==> config.mk <==
export PLATFORM = sky130hd
export DESIGN_NAME = greedy_glyph_line_wrapper_core
export DESIGN_NICKNAME = d
export VERILOG_FILES = /design/src/hw/rtl/gglw_pkg.sv /design/src/hw/rtl/greedy_glyph_line_wrapper_core.sv
export SDC_FILE = /design/constraint.sdc
export NUM_CORES = 1
export LEC_CHECK = 0
export BUFFER_PORTS_ARGS = -buffer_cell sky130_fd_sc_hd__buf_2
export CORE_UTILIZATION = 50
export DETAILED_ROUTE_END_ITERATION = 6
export PLACE_DENSITY = 0.78
export SLEW_MARGIN = 20
export SYNTH_ARGS = -nofsm -noshare
export SYNTH_HDL_FRONTEND = slang
export SYNTH_SLANG_ARGS = --single-unit
==> constraint.sdc <==
create_clock -name clk -period 16.1 [get_ports clk]
set_input_delay 3.22 -clock clk [delete_from_list [all_inputs] [get_ports clk]]
set_output_delay 3.22 -clock clk [all_outputs]
set_load 0.005 [all_outputs]
==> src/hw/rtl/gglw_pkg.sv <==
// ----------------------------------------------------------------------------
// gglw_pkg
// Shared types and constants of the greedy glyph line wrapper: item kinds,
// result kinds, register indexes, reset values and port widths.
// ----------------------------------------------------------------------------
package gglw_pkg;

  // request kinds on the input stream
  typedef enum logic [1:0] {
    FUNC_GLYPH   = 2'd0,
    FUNC_NEWLINE = 2'd1,
    FUNC_END     = 2'd2
  } func_t;

  // result kinds on the output stream
  localparam logic KIND_GLYPH   = 1'b0;
  localparam logic KIND_SUMMARY = 1'b1;

  // configuration register indexes
  localparam logic [2:0] REG_GLYPH_WIDTH  = 3'd0;
  localparam logic [2:0] REG_GLYPH_HEIGHT = 3'd1;
  localparam logic [2:0] REG_LINE_HEIGHT  = 3'd2;
  localparam logic [2:0] REG_LINE_SPACING = 3'd3;
  localparam logic [2:0] REG_WRAP_WIDTH   = 3'd4;

  // register reset values
  localparam logic [7:0]  GLYPH_WIDTH_RST  = 8'd8;
  localparam logic [7:0]  GLYPH_HEIGHT_RST = 8'd16;
  localparam logic [7:0]  LINE_HEIGHT_RST  = 8'd16;
  localparam logic [7:0]  LINE_SPACING_RST = 8'd0;
  localparam logic [15:0] WRAP_WIDTH_RST   = 16'd0;

  // port widths
  localparam int CP_W       = 21;
  localparam int IN_DATA_W  = 40;
  localparam int IN_USER_W  = 2;
  localparam int OUT_DATA_W = 104;
  localparam int OUT_USER_W = 1;
  localparam int CFG_IDX_W  = 3;
  localparam int CFG_DATA_W = 16;

endpackage

==> src/hw/rtl/greedy_glyph_line_wrapper_core.sv <==
// ----------------------------------------------------------------------------
// greedy_glyph_line_wrapper_core
// Greedy line wrapper for a stream of decoded glyphs, newlines and
// end-of-text markers; emits glyph placements and a text summary.
// ----------------------------------------------------------------------------
// One request is taken every cycle unless the output stalls. A request is
// captured in an input stage register; once the output register can take a
// result, the pen, line and widest-line state is updated while any placement
// or summary is loaded into the output register, so a result passes through
// both registers. The summary height is one 16 by 10 bit multiply in the
// state update. Newlines, unknown kinds and glyphs while layout is disabled
// give no result and do not stall. Backpressure on the output stalls the
// input stage once the output register holds an untaken result.
module greedy_glyph_line_wrapper_core (
  input  logic                             clk,
  input  logic                             rst,
  input  logic                             s_tvalid,
  output logic                             s_tready,
  // code_point[20:0], advance[36:21], zero pad
  input  logic [gglw_pkg::IN_DATA_W-1:0]   s_tdata,
  // func[1:0]
  input  logic [gglw_pkg::IN_USER_W-1:0]   s_tuser,
  output logic                             m_tvalid,
  input  logic                             m_tready,
  // placed_code_point[20:0], pos_x[36:21], pos_y[52:37], text_width[68:53],
  // text_height[84:69], total_lines[100:85], zero pad
  output logic [gglw_pkg::OUT_DATA_W-1:0]  m_tdata,
  // kind[0]
  output logic [gglw_pkg::OUT_USER_W-1:0]  m_tuser,
  input  logic                             cfg_we,
  input  logic [gglw_pkg::CFG_IDX_W-1:0]   cfg_index,
  input  logic [gglw_pkg::CFG_DATA_W-1:0]  cfg_data
);
  import gglw_pkg::*;

  // configuration
  logic [7:0]  glyph_width;
  logic [7:0]  glyph_height;
  logic [7:0]  line_height;
  logic [7:0]  line_spacing;
  logic [15:0] wrap_width;

  // layout state
  logic [15:0] pen_x, pen_x_next;
  logic [15:0] pen_y, pen_y_next;
  logic [15:0] widest_line, widest_line_next;
  logic [15:0] line_total, line_total_next;

  // input stage
  logic            stage_valid;
  func_t           stage_func;
  logic [CP_W-1:0] stage_cp;
  logic [15:0]     stage_adv;

  logic advance_en;
  logic proc;

  // result
  logic            res_load;
  logic            res_kind;
  logic [CP_W-1:0] res_cp;
  logic [15:0]     res_x, res_y, res_w, res_h, res_n;

  // datapath helpers
  logic               enabled;
  logic [15:0]        widest_max;
  logic [15:0]        close_y;
  logic signed [17:0] limit;
  logic signed [17:0] adv_eff;
  logic signed [17:0] reach;
  logic               wrap;
  logic [15:0]        glyph_x;
  logic [15:0]        glyph_y;
  logic signed [9:0]  line_pitch;
  logic signed [26:0] pitch_prod;
  logic [15:0]        height;

  always_ff @(posedge clk) begin
    if (rst) begin
      glyph_width  <= GLYPH_WIDTH_RST;
      glyph_height <= GLYPH_HEIGHT_RST;
      line_height  <= LINE_HEIGHT_RST;
      line_spacing <= LINE_SPACING_RST;
      wrap_width   <= WRAP_WIDTH_RST;
    end else if (cfg_we) begin
      unique case (cfg_index)
        REG_GLYPH_WIDTH:  glyph_width  <= cfg_data[7:0];
        REG_GLYPH_HEIGHT: glyph_height <= cfg_data[7:0];
        REG_LINE_HEIGHT:  line_height  <= cfg_data[7:0];
        REG_LINE_SPACING: line_spacing <= cfg_data[7:0];
        REG_WRAP_WIDTH:   wrap_width   <= cfg_data;
        default: ;
      endcase
    end
  end

  assign advance_en = !m_tvalid || m_tready;
  assign proc       = stage_valid && advance_en;
  assign s_tready   = !stage_valid || advance_en;

  always_ff @(posedge clk) begin
    if (rst) begin
      stage_valid <= 1'b0;
    end else if (s_tready) begin
      stage_valid <= s_tvalid;
    end
  end

  always_ff @(posedge clk) begin
    if (s_tready && s_tvalid) begin
      stage_func <= func_t'(s_tuser);
      stage_cp   <= s_tdata[CP_W-1:0];
      stage_adv  <= s_tdata[CP_W+15:CP_W];
    end
  end

  assign enabled    = (glyph_width != 8'd0) && (glyph_height != 8'd0);
  assign widest_max = ($signed(pen_x) > $signed(widest_line)) ? pen_x : widest_line;
  assign close_y    = pen_y + {8'd0, line_height} + {{8{line_spacing[7]}}, line_spacing};

  assign limit   = ($signed(wrap_width) <= 16'sd0) ? $signed({10'd0, glyph_width})
                                                   : $signed({{2{wrap_width[15]}}, wrap_width});
  assign adv_eff = ($signed(stage_adv) <= 16'sd0) ? $signed({10'd0, glyph_width})
                                                  : $signed({{2{stage_adv[15]}}, stage_adv});
  assign reach   = $signed({{2{pen_x[15]}}, pen_x}) + adv_eff;
  assign wrap    = !pen_x[15] && (pen_x != 16'd0) && (reach > limit);
  assign glyph_x = wrap ? 16'd0 : pen_x;
  assign glyph_y = wrap ? close_y : pen_y;

  // lines*lh + (lines-1)*sp == lines*(lh+sp) - sp
  assign line_pitch = $signed({2'b00, line_height}) + $signed({{2{line_spacing[7]}}, line_spacing});
  assign pitch_prod = $signed({1'b0, line_total}) * line_pitch;
  assign height     = pitch_prod[15:0] - {{8{line_spacing[7]}}, line_spacing};

  always_comb begin
    pen_x_next       = pen_x;
    pen_y_next       = pen_y;
    widest_line_next = widest_line;
    line_total_next  = line_total;
    res_load         = 1'b0;
    res_kind         = KIND_GLYPH;
    res_cp           = '0;
    res_x            = '0;
    res_y            = '0;
    res_w            = '0;
    res_h            = '0;
    res_n            = '0;
    if (proc) begin
      unique case (stage_func)
        FUNC_END: begin
          res_load = 1'b1;
          res_kind = KIND_SUMMARY;
          if (enabled) begin
            res_w = widest_max;
            res_h = height;
            res_n = line_total;
          end
          pen_x_next       = '0;
          pen_y_next       = '0;
          widest_line_next = '0;
          line_total_next  = 16'd1;
        end
        FUNC_NEWLINE: begin
          if (enabled) begin
            widest_line_next = widest_max;
            pen_x_next       = '0;
            pen_y_next       = close_y;
            line_total_next  = line_total + 16'd1;
          end
        end
        FUNC_GLYPH: begin
          if (enabled) begin
            res_load = 1'b1;
            res_cp   = stage_cp;
            res_x    = glyph_x;
            res_y    = glyph_y;
            if (wrap) begin
              widest_line_next = widest_max;
              line_total_next  = line_total + 16'd1;
            end
            pen_y_next = glyph_y;
            pen_x_next = glyph_x + adv_eff[15:0];
          end
        end
        default: ;
      endcase
    end
  end

  always_ff @(posedge clk) begin
    if (rst) begin
      pen_x       <= '0;
      pen_y       <= '0;
      widest_line <= '0;
      line_total  <= 16'd1;
    end else begin
      pen_x       <= pen_x_next;
      pen_y       <= pen_y_next;
      widest_line <= widest_line_next;
      line_total  <= line_total_next;
    end
  end

  always_ff @(posedge clk) begin
    if (rst) begin
      m_tvalid <= 1'b0;
    end else if (res_load) begin
      m_tvalid <= 1'b1;
    end else if (m_tready) begin
      m_tvalid <= 1'b0;
    end
  end

  always_ff @(posedge clk) begin
    if (res_load) begin
      m_tuser <= res_kind;
      m_tdata <= {3'd0, res_n, res_h, res_w, res_y, res_x, res_cp};
    end
  end

  // a stalled input stage always holds a request
  assert property (@(posedge clk) disable iff (rst) !s_tready |-> stage_valid)
    else $error("input stalled with an empty stage");

  // end of text leaves a cleared layout state
  assert property (@(posedge clk) disable iff (rst)
    (proc && stage_func == FUNC_END) |=> (pen_x == 16'd0 && line_total == 16'd1))
    else $error("state not cleared after end of text");

  // a result is only loaded while the output register is free or draining
  assert property (@(posedge clk) disable iff (rst)
    res_load |-> (!m_tvalid || m_tready))
    else $error("result register overwritten");

endmodule
[Word level (Yosys, flattened, before mapping)]
Index checks and enable logic that the tools add are counted.
Widths: inputs -> output; s select.
Storage, ports and cells
  word-level logic and storage cells: 89
  flip-flop bits (word level): 255
  input bits: 66
  output and inout port bits: 107
Operators by class
  order comparisons: 4
  multiplexer cells: 25
  reductions and logical operators: 26
  $mul: 1
  equality and inequality tests: 9
  $add $sub $neg: 7
Operators with widths (number)
  $mux 16: 13
  $pmux 16 s3: 4
  $mux 18: 2
  $add 16x16->16: 2
  $le 16x1->1 const B: 2
  $add 16x18->18: 1
  $gt 18x18->1: 1
  $mul 17x10->16: 1
  $add 16x1->16 const B: 1
  $add 16x8->16: 1
  $gt 16x16->1: 1
  $reduce_bool 16->1: 1
  $reduce_bool 8->1: 2
  $sub 16x16->16: 1
  $add 9x8->10: 1
  $reduce_and 2->1: 5
  $eq 3x2->1 const B: 2
  $ne 2x2->1 const B: 3
  $reduce_and 3->1: 2
  $logic_and 1x1->1: 5
  $mux 1: 5
  $reduce_and 5->1: 1
  $reduce_and 4->1: 1
  $eq 3x1->1 const B: 1
  other kinds (10): 13

[Logic depth before layout (Yosys ltp)]
Gate-level depths: netlist of the first run.
  depth after elaboration: 9
  mapped depth: 39
  depth with buffers taken out: 38

[Least setup slack after synthesis of the first run]
Ideal clock, no wire load.
  kind: flip-flop to flip-flop
  start point: register stage_adv[15]
  end point: register pen_x[14]
  required time: 15.983 ns
  setup slack: 8.081 ns
  arrival: 7.902 ns
  setup time: 0.117 ns
  period minus slack after synthesis: 8.019 ns
  stages on the path, launching flop included: 35
  buffers on the path: 2
  path through: edfxtp_1 > a41oi_1 > mux2_2 > ha_1 > fa_1 > a21o_1 > a21oi_1 > o21bai_1 > a21o_1 > a21o_1 > a21oi_1 > o21ai_0 > a21oi_1 > nand2b_1 > a21boi_0 > o41ai_1 > ha_1 > a2111o_1 > a211o_1 > o31ai_4 > buf_2 > clkbuf_1 > and2_1 > ha_1 > nor2b_1 > o21ai_0 > a21boi_0 > o21ai_0 > a21boi_0 > o21ai_0 > a21oi_1 > o41ai_1 > o21ai_0 > xor2_1 > a22o_1
On the way
  cells in the longest elaborated chain, start to end: 9
RTL lines
  from (decl): RTL line greedy_glyph_line_wrapper_core.sv:53  | logic [15:0] stage_adv;
  from (signal assigned): RTL line greedy_glyph_line_wrapper_core.sv:113  | stage_adv <= s_tdata[CP_W+15:CP_W];
  $le 16x1->1: RTL line greedy_glyph_line_wrapper_core.sv:123  | assign adv_eff = ($signed(stage_adv) <= 16'sd0) ? $signed({10'd0, glyph_width})
  $mux 18 (*): RTL line greedy_glyph_line_wrapper_core.sv:123
  $add 16x18->18 (*): RTL line greedy_glyph_line_wrapper_core.sv:125  | assign reach = $signed({{2{pen_x[15]}}, pen_x}) + adv_eff;
  $gt 18x18->1 (*): RTL line greedy_glyph_line_wrapper_core.sv:126  | assign wrap = !pen_x[15] && (pen_x != 16'd0) && (reach > limit);
  $logic_and 1x1->1 (*): RTL line greedy_glyph_line_wrapper_core.sv:126
  $mux 16 (*): RTL line greedy_glyph_line_wrapper_core.sv:127  | assign glyph_x = wrap ? 16'd0 : pen_x;
  net glyph_x[2]: RTL line greedy_glyph_line_wrapper_core.sv:72  | logic [15:0] glyph_x;
  $add 16x16->16 (*): RTL line greedy_glyph_line_wrapper_core.sv:182  | pen_x_next = glyph_x + adv_eff[15:0];
  $mux 16 (*): RTL line greedy_glyph_line_wrapper_core.sv:172  | if (enabled) begin
  $pmux 16 s3 (*): RTL line greedy_glyph_line_wrapper_core.sv:149  | unique case (stage_func)
  to (signal assigned): RTL line greedy_glyph_line_wrapper_core.sv:197  | pen_x <= pen_x_next;
  to (decl): RTL line greedy_glyph_line_wrapper_core.sv:44  | logic [15:0] pen_x, pen_x_next;
The timed path passes the listed nets; every way through them passes the cells marked *. The select of a mux whose other input is x is not followed.
A chain may end at the register's enable or synchronous reset.

[Worst setup path in the final report of the first run]
  start point: register stage_adv[0]
  end point: register pen_x[14]
Same word-level chain as after synthesis.

==> metrics.log, run 1 <==
[metrics] Ys Warns: 0
[metrics] Clock H-tree levels: 1
[metrics] number of DRC violations after detailed-routing iteration 0: 792
[metrics] Clock Skew: 0.0174 ns
[metrics] die boundary width: 186 um
[metrics] count of endpoints failing setup in the final report: 0
[metrics] count of different cell masters after synthesis: 67
[metrics] pin count of the biggest net entering global routing: 87
[metrics] largest stage delay on the critical path: 0.51 ns
[metrics] uppermost signal routing layer after detailed routing: met4
[metrics] max_slew headroom: 30.6%
[metrics] number of nets with antenna violations after detailed routing: 0
[metrics] post-place setup slack: 7.09 ns
[metrics] TNS Setup: 0 ns
[metrics] sum of routed wire length over all layers: 37700 um
[metrics] number of standard cells after synthesis: 1690
[metrics] Fin. Hold Viols: 0
[metrics] number of buffers inserted for hold repair after clock tree synthesis: 0
[metrics] storage element area: 6520 um^2
[metrics] period utilisation layout: 57.1%
[metrics] area of the mapped netlist: 16800 um^2
[metrics] First-pass DRT Iterations: 5
[metrics] clk buf depth: 3
[metrics] startpoint of the most critical setup path: stage_adv[0]
[metrics] Crit path top cell by count: o21ai_0
[metrics] Crit. End Element: register
[metrics] fraction of the core area covered by cells at the end of the flow: 57.9%
[metrics] count of input and output buffers: 166
[metrics] number of top-level pins: 173
[metrics] via count of the first global-routing pass: 12500
[metrics] starting density of the core: 51.2%
[metrics] reg-to-reg endpoint: pen_x[14]
[metrics] register clock-pin slew on the reported worst setup and hold paths: 0.06 ns
[metrics] detailed-routed wire length on met3: 2540 um
[metrics] Global Route Usage Sum: 22.4%
[metrics] number of synthesized flops with an enable pin: 141
[metrics] via count: 12500
[metrics] reg2reg setup slack: 6.91 ns
[metrics] RSZ-0062 raised after global routing: no
[metrics] Filler Cell Count: 2795
[metrics] final global-route overflow total: 0
[metrics] arrival time at the worst endpoint: 9.65 ns
[metrics] DIE AREA: 34400 um^2
[metrics] total number of placement rows: 66
[metrics] worst hold path type: reg -> reg
[metrics] startpoint of the lowest-slack register-to-register path: stage_adv[0]
[metrics] Slew Limit Fails: 0
[metrics] Inserted Clock Buffers: 28
[metrics] syn avg cell area: 9.96 um^2
[metrics] kind of start point of the critical path: register
[metrics] cell-internal power: 1190 uW
[metrics] routed length on met2: 17500 um
[metrics] maximum operating frequency: 0.109 GHz
[metrics] sequential share of the synthesized area: 38.7%
[metrics] post-CTS setup buffers: 0
[metrics] sequential cell fraction of total power: 45.5%
[metrics] maximum ir drop on the vdd rail: 0.0691 mV
[metrics] layout cells sized above 1: 13.4%
[metrics] Least-Margin Pin Slew: 1.04 ns
[metrics] maximum fanout along the worst path: 44
[metrics] Critical Path Slowest Stage Cell: nor4_1
[metrics] Switching Power: 387 uW
[metrics] number of design rule violations left after detail routing: 0
[metrics] routability cong.: 0.870
[metrics] most common flop cell mapped by yosys: edfxtp_1
[metrics] worst setup path endpoint: pen_x[14]
[metrics] Detailed Place HPWL: 28000 um
[metrics] result of the run: complete, no violations
[metrics] number of antenna violations at the first check in global routing: 0
[metrics] die extent in y: 186 um
[metrics] Clock Tree Root: clkbuf_16
[metrics] area used by multi-input combinational logic: 9530 um^2
[metrics] CTS tree: done
[metrics] clock insertion delay at the later pin of the skew report: 0.57 ns
[metrics] CP Class: reg -> reg
[metrics] floorplan core area: 32900 um^2
[metrics] max-cap violation count: 0
[metrics] proportion of register bits with asynchronous set or reset after synthesis: 0%
[metrics] synthesis-to-layout area growth: 13.0%
[metrics] switch share: 24.5%
[metrics] r2r worst-path depth: 38
[metrics] data required time of the critical path: 16.56 ns
[metrics] Cell Pwr Density: 83.0 nW/um^2
[metrics] Total Power: 1580 uW
[metrics] power share of the combinational group: 12.4%
[metrics] cell leakage power: 0.00817 uW
[metrics] antenna fix cells: 0
[metrics] Hold Path Stages: 2
[metrics] post-synthesis sequential element count: 255
[metrics] cells resized by post-CTS repair: 0
[metrics] part of the power in the clock network: 42.1%
[metrics] final critical delay including setup and external delays: 9.19 ns
[metrics] CTS Sinks: 255
[metrics] Vias per Instance: 5.45
[metrics] per-cell routed wire length: 16.5 um
[metrics] number of nets in the finished design: 2139
[metrics] worst-case setup margin in the final layout: 6.91 ns
[metrics] wl on met1: 16800 um
[metrics] wire length of the first global-routing pass: 61500 um
critical path: cells and delay by family, from the launching register on:
kind | cells | cell delay (ns)
flip-flops | 1 | 0.39
AND/OR/NAND/NOR | 4 | 0.92
buffers and inverters | 4 | 1.01
multiplexers | 1 | 0.31
AO/OA/AOI/OAI | 23 | 4.72
XOR/XNOR | 1 | 0.09
adder cells (fa/ha/maj) | 5 | 1.58
area by class of cell:
class | count | share of cell area, %
clock inverter | 4 | 0.388
clock buffer | 48 | 4.84
multi-input combinational | 1223 | 50.0
timing repair buffer | 175 | 4.72
tap | 442 | 2.91
sequential | 255 | 34.2
inverter | 145 | 2.86
sequential cells by signal, indices dropped and copies added (netlist names):
signal / cells
stage_func: 2
pen_y: 16
m_tdata: 101
wrap_width: 16
glyph_width: 8
glyph_height: 8
pen_x: 16
line_total: 16
stage_valid: 1
widest_line: 16
stage_adv: 16
line_height: 8
stage_cp: 21
line_spacing: 8
m_tvalid: 1
m_tuser: 1
power groups by stage:
stage / clock [uW] / sequential (uW) / combinational [uW]
finish: 665 / 718 / 196
global route: 703 / 720 / 220
CTS: 677 / 718 / 196
detailed placement: 0 / 731 / 195
global placement: 0 / 731 / 188
floorplan: 0 / 731 / 138
through the flow:
stage	instance area [um^2]	instances	hold WS, ns
after detailed placement	18000	2240	0.455
final	19000	2292	0.460
after global routing	19000	2292	0.480
after global placement	18000	2240	0.444
after CTS	19000	2292	0.461
after floorplan	16900	1695	0.436
per-layer routing:
metal,GRT usage [%],up-vias
met5,0,-
met4,6.35,0
met3,3.37,55
met2,37.0,404
met1,30.4,5993
li1,-,6039
cells in the final DEF, fill, tap and decap left out, drive strengths merged, types with 30 or more instances in the layout:
master,Yosys,routed
buf,13,175
ha,152,152
and2,90,90
clkbuf,59,48
fa,93,93
dfxtp,114,114
xor2,30,30
xnor2,53,53
nor2,123,123
edfxtp,141,141
a21oi,105,105
nand2,215,215
mux2i,39,39
inv,145,145
and3,42,42
synthesized netlist by cell type, types with 18 or more instances:
cell type | instances | share of area [%]
a21oi_1 | 103 | 3.1
fa_1 | 93 | 11
nand3_1 | 18 | 0.54
a22o_1 | 18 | 0.94
and3_1 | 42 | 1.6
xnor2_1 | 53 | 2.8
clkbuf_1 | 59 | 1.3
mux2i_1 | 39 | 2.3
inv_1 | 144 | 3.2
nor3_1 | 19 | 0.56
ha_1 | 152 | 11
o21ai_0 | 25 | 0.74
a22oi_1 | 19 | 0.85
xor2_1 | 30 | 1.6
dfxtp_1 | 114 | 14
nor2_1 | 123 | 2.7
a21o_1 | 28 | 1.2
nand2_1 | 215 | 4.8
edfxtp_1 | 141 | 25
and2_1 | 90 | 3.3
cells by family after synthesis:
kind of cell / count (synthesis) / share of synthesized area [%]
xor+xnor: 85 / 4.59
simple gates: 583 / 16.5
fa+ha+maj: 245 / 22.4
other cells: 2 / 0.0446
buf+inv: 217 / 4.99
compound gates: 255 / 9.91
mux: 48 / 2.92
flops: 255 / 38.7
worst min-delay path by stage:
stage                          from  slack (ns)               to
global route        glyph_height[2]        0.48  glyph_height[2]
CTS                 glyph_height[0]        0.46  glyph_height[0]
global placement    glyph_height[2]        0.44  glyph_height[2]
finish              glyph_height[0]        0.46  glyph_height[0]
floorplan           glyph_height[0]        0.44  glyph_height[0]
detailed placement  glyph_height[0]        0.45  glyph_height[0]
Note: power is estimated with default switching activity, not from simulation.
==> run 2: changes to the inputs <==
Settings changed: PLACE_DENSITY 0.78 to 0.81.
Clock period 16.1 ns to 7.7 ns, I/O delays scaled along.
==> run 2 against run 1 <==
Net effect:
- setup slack worse by 6.6 ns
- clock power is 94% higher
- combinational power is 120% higher
- routed wire length is 2.9% higher
- power is 100% higher
- critical path depth is 3 higher
- first-iteration DRC count is 2.5% lower
==> metrics.log, run 2 (synthesis gave the netlist of run 1 again) <==
[metrics] result of the run: complete, no violations
[metrics] largest stage delay on the critical path: 0.52 ns
[metrics] commonest non-fill, non-tap cell in the layout: nand2_1
[metrics] number of DRC violations after detailed-routing iteration 0: 772
[metrics] via count: 12800
[metrics] count of endpoints failing setup in the final report: 0
[metrics] TNS Setup: 0 ns
[metrics] post-place setup slack: -0.159 ns
[metrics] layout cells sized above 1: 15.9%
[metrics] Least-Margin Pin Slew: 1.02 ns
[metrics] data required time of the critical path: 8.18 ns
[metrics] Slew Limit Fails: 0
[metrics] fraction of the core area covered by cells at the end of the flow: 58.8%
[metrics] DIE AREA: 34400 um^2
[metrics] First-pass DRT Iterations: 6
[metrics] clock insertion delay at the later pin of the skew report: 0.56 ns
[metrics] synthesis-to-layout area growth: 14.9%
[metrics] worst-case setup margin in the final layout: 0.261 ns
[metrics] period utilisation layout: 96.6%
[metrics] cell leakage power: 0.00834 uW
[metrics] floorplan core area: 32900 um^2
[metrics] die boundary width: 186 um
[metrics] startpoint of the lowest-slack register-to-register path: stage_adv[0]
[metrics] critical path's top delay family: compound AO/OA/AOI/OAI gates
[metrics] Clock H-tree levels: 1
[metrics] Clock Skew: 0.0175 ns
[metrics] commonest cells after routing, fill and taps aside: nand2_1 (213), buf_2 (166), ha_1 (151)
[metrics] Inserted Clock Buffers: 27
[metrics] sum of buffers and inverters on the critical path: 8
[metrics] via count of the first global-routing pass: 12800
[metrics] Cell Pwr Density: 166 nW/um^2
[metrics] sum of routed wire length over all layers: 38800 um
[metrics] maximum operating frequency: 0.134 GHz
[metrics] routability cong.: 0.873
[metrics] per-cell routed wire length: 16.7 um
[metrics] total number of placement rows: 66
[metrics] die extent in y: 186 um
[metrics] pin count of the biggest net entering global routing: 87
[metrics] register clock-pin slew on the reported worst setup and hold paths: 0.06 ns
[metrics] dpl cell area: 18200 um^2
[metrics] final std cell area, no fill: 19300 um^2
[metrics] number of nets in the finished design: 2172
[metrics] worst hold path type: reg -> reg
[metrics] final global-route overflow total: 0
[metrics] count of input and output buffers: 166
[metrics] maximum ir drop on the vdd rail: 0.171 mV
[metrics] Clock Tree Root: clkbuf_16
[metrics] final critical delay including setup and external delays: 7.44 ns
[metrics] largest registers: m_tdata (101), stage_cp (21)
[metrics] kind of start point of the critical path: register
[metrics] arrival time at the worst endpoint: 7.92 ns
[metrics] CTS Sinks: 255
[metrics] Crit. End Element: register
[metrics] CP Class: reg -> reg
[metrics] number of design rule violations left after detail routing: 0
[metrics] reg2reg setup slack: 0.26 ns
[metrics] maximum fanout along the worst path: 7
[metrics] number of antenna violations at the first check in global routing: 0
[metrics] CTS tree: done
[metrics] Vias per Instance: 5.50
[metrics] startpoint of the most critical setup path: stage_adv[0]
[metrics] wire length of the first global-routing pass: 62200 um
[metrics] number of buffers inserted for hold repair after clock tree synthesis: 0
[metrics] number of nets with antenna violations after detailed routing: 0
[metrics] Top reg by flops: m_tdata
[metrics] Fin. Hold Viols: 0
[metrics] Detailed Place HPWL: 28700 um
[metrics] max_slew headroom: 32.3%
[metrics] Critical Path Slowest Stage Cell: or4b_1
[metrics] critical hold path startpoint: glyph_height[0]
[metrics] Global Route Usage Sum: 22.7%
[metrics] max-cap violation count: 0
[metrics] number of flip-flops in the largest register: 101
[metrics] clk buf depth: 3
[metrics] worst hold slack: 0.462 ns
[metrics] number of top-level pins: 173
[metrics] starting density of the core: 51.2%
==> run 2: cell count changes in the layout (fill, tap and decap cells not counted), sizes merged <==
| cell | delta |
|---|---|
| clkbuf | -6 |
| clkinv | +1 |
| clkinvlp | +1 |
| diode | +1 |
| inv | +2 |
| buf | +34 |
==> run 2: where the power goes <==
part,switching (uW),leakage (uW),internal [uW]
clock,546,0.000430,739
sequential,25.2,0.00220,1480
combinational,250,0.00570,176
==> run 2: path summary, 6_finish.rpt <==
kind,to,depth (start not counted)
worst max-delay path,pen_x[15],41
worst min-delay path,glyph_height[0],2
worst min register to register,glyph_height[0],2
worst max register to register,pen_x[15],41
==> run 2: metal layers <==
metal | global-route usage, % | wire length, um | vias to the layer above
met4 | 9.49 | 1380 | 0
met5 | 0 | 0 | -
met3 | 3.33 | 2610 | 99
li1 | - | - | 6100
met1 | 30.3 | 17000 | 6139
met2 | 36.7 | 17800 | 460
==> run 2: through the flow <==
stage | std cells | power (uW)
3_5_place_dp | 2263 | 1950
6_report | 2325 | 3220
4_1_cts | 2317 | 3220
2_1_floorplan | 1695 | 1820
5_1_grt | 2324 | 3340
3_3_place_gp | 2263 | 1930
==> run 2: layout make-up <==
cell class | instances | area (um^2)
tap | 442 | 553
multi-input combinational | 1223 | 9690
sequential | 255 | 6520
clock inverter | 8 | 87.6
antenna | 1 | 2.50
fill | 2739 | 13500
clock buffer | 42 | 786
inverter | 145 | 544
timing repair buffer | 209 | 1160
==> run 2: what timing repair did <==
| action | CTS | global route |
|---|---|---|
| cloned | 0 | 0 |
| setup buffers | 4 | 7 |
| setup endpoints to repair | 3 | 6 |
| pin swaps | 4 | 29 |
| resized for setup | 19 | 21 |
==> run 2: tightest hold or removal path, stage by stage (launching register included) <==
cell     delay (ns)
dfxtp_1        0.31
nand2_1        0.05
a21oi_1        0.05
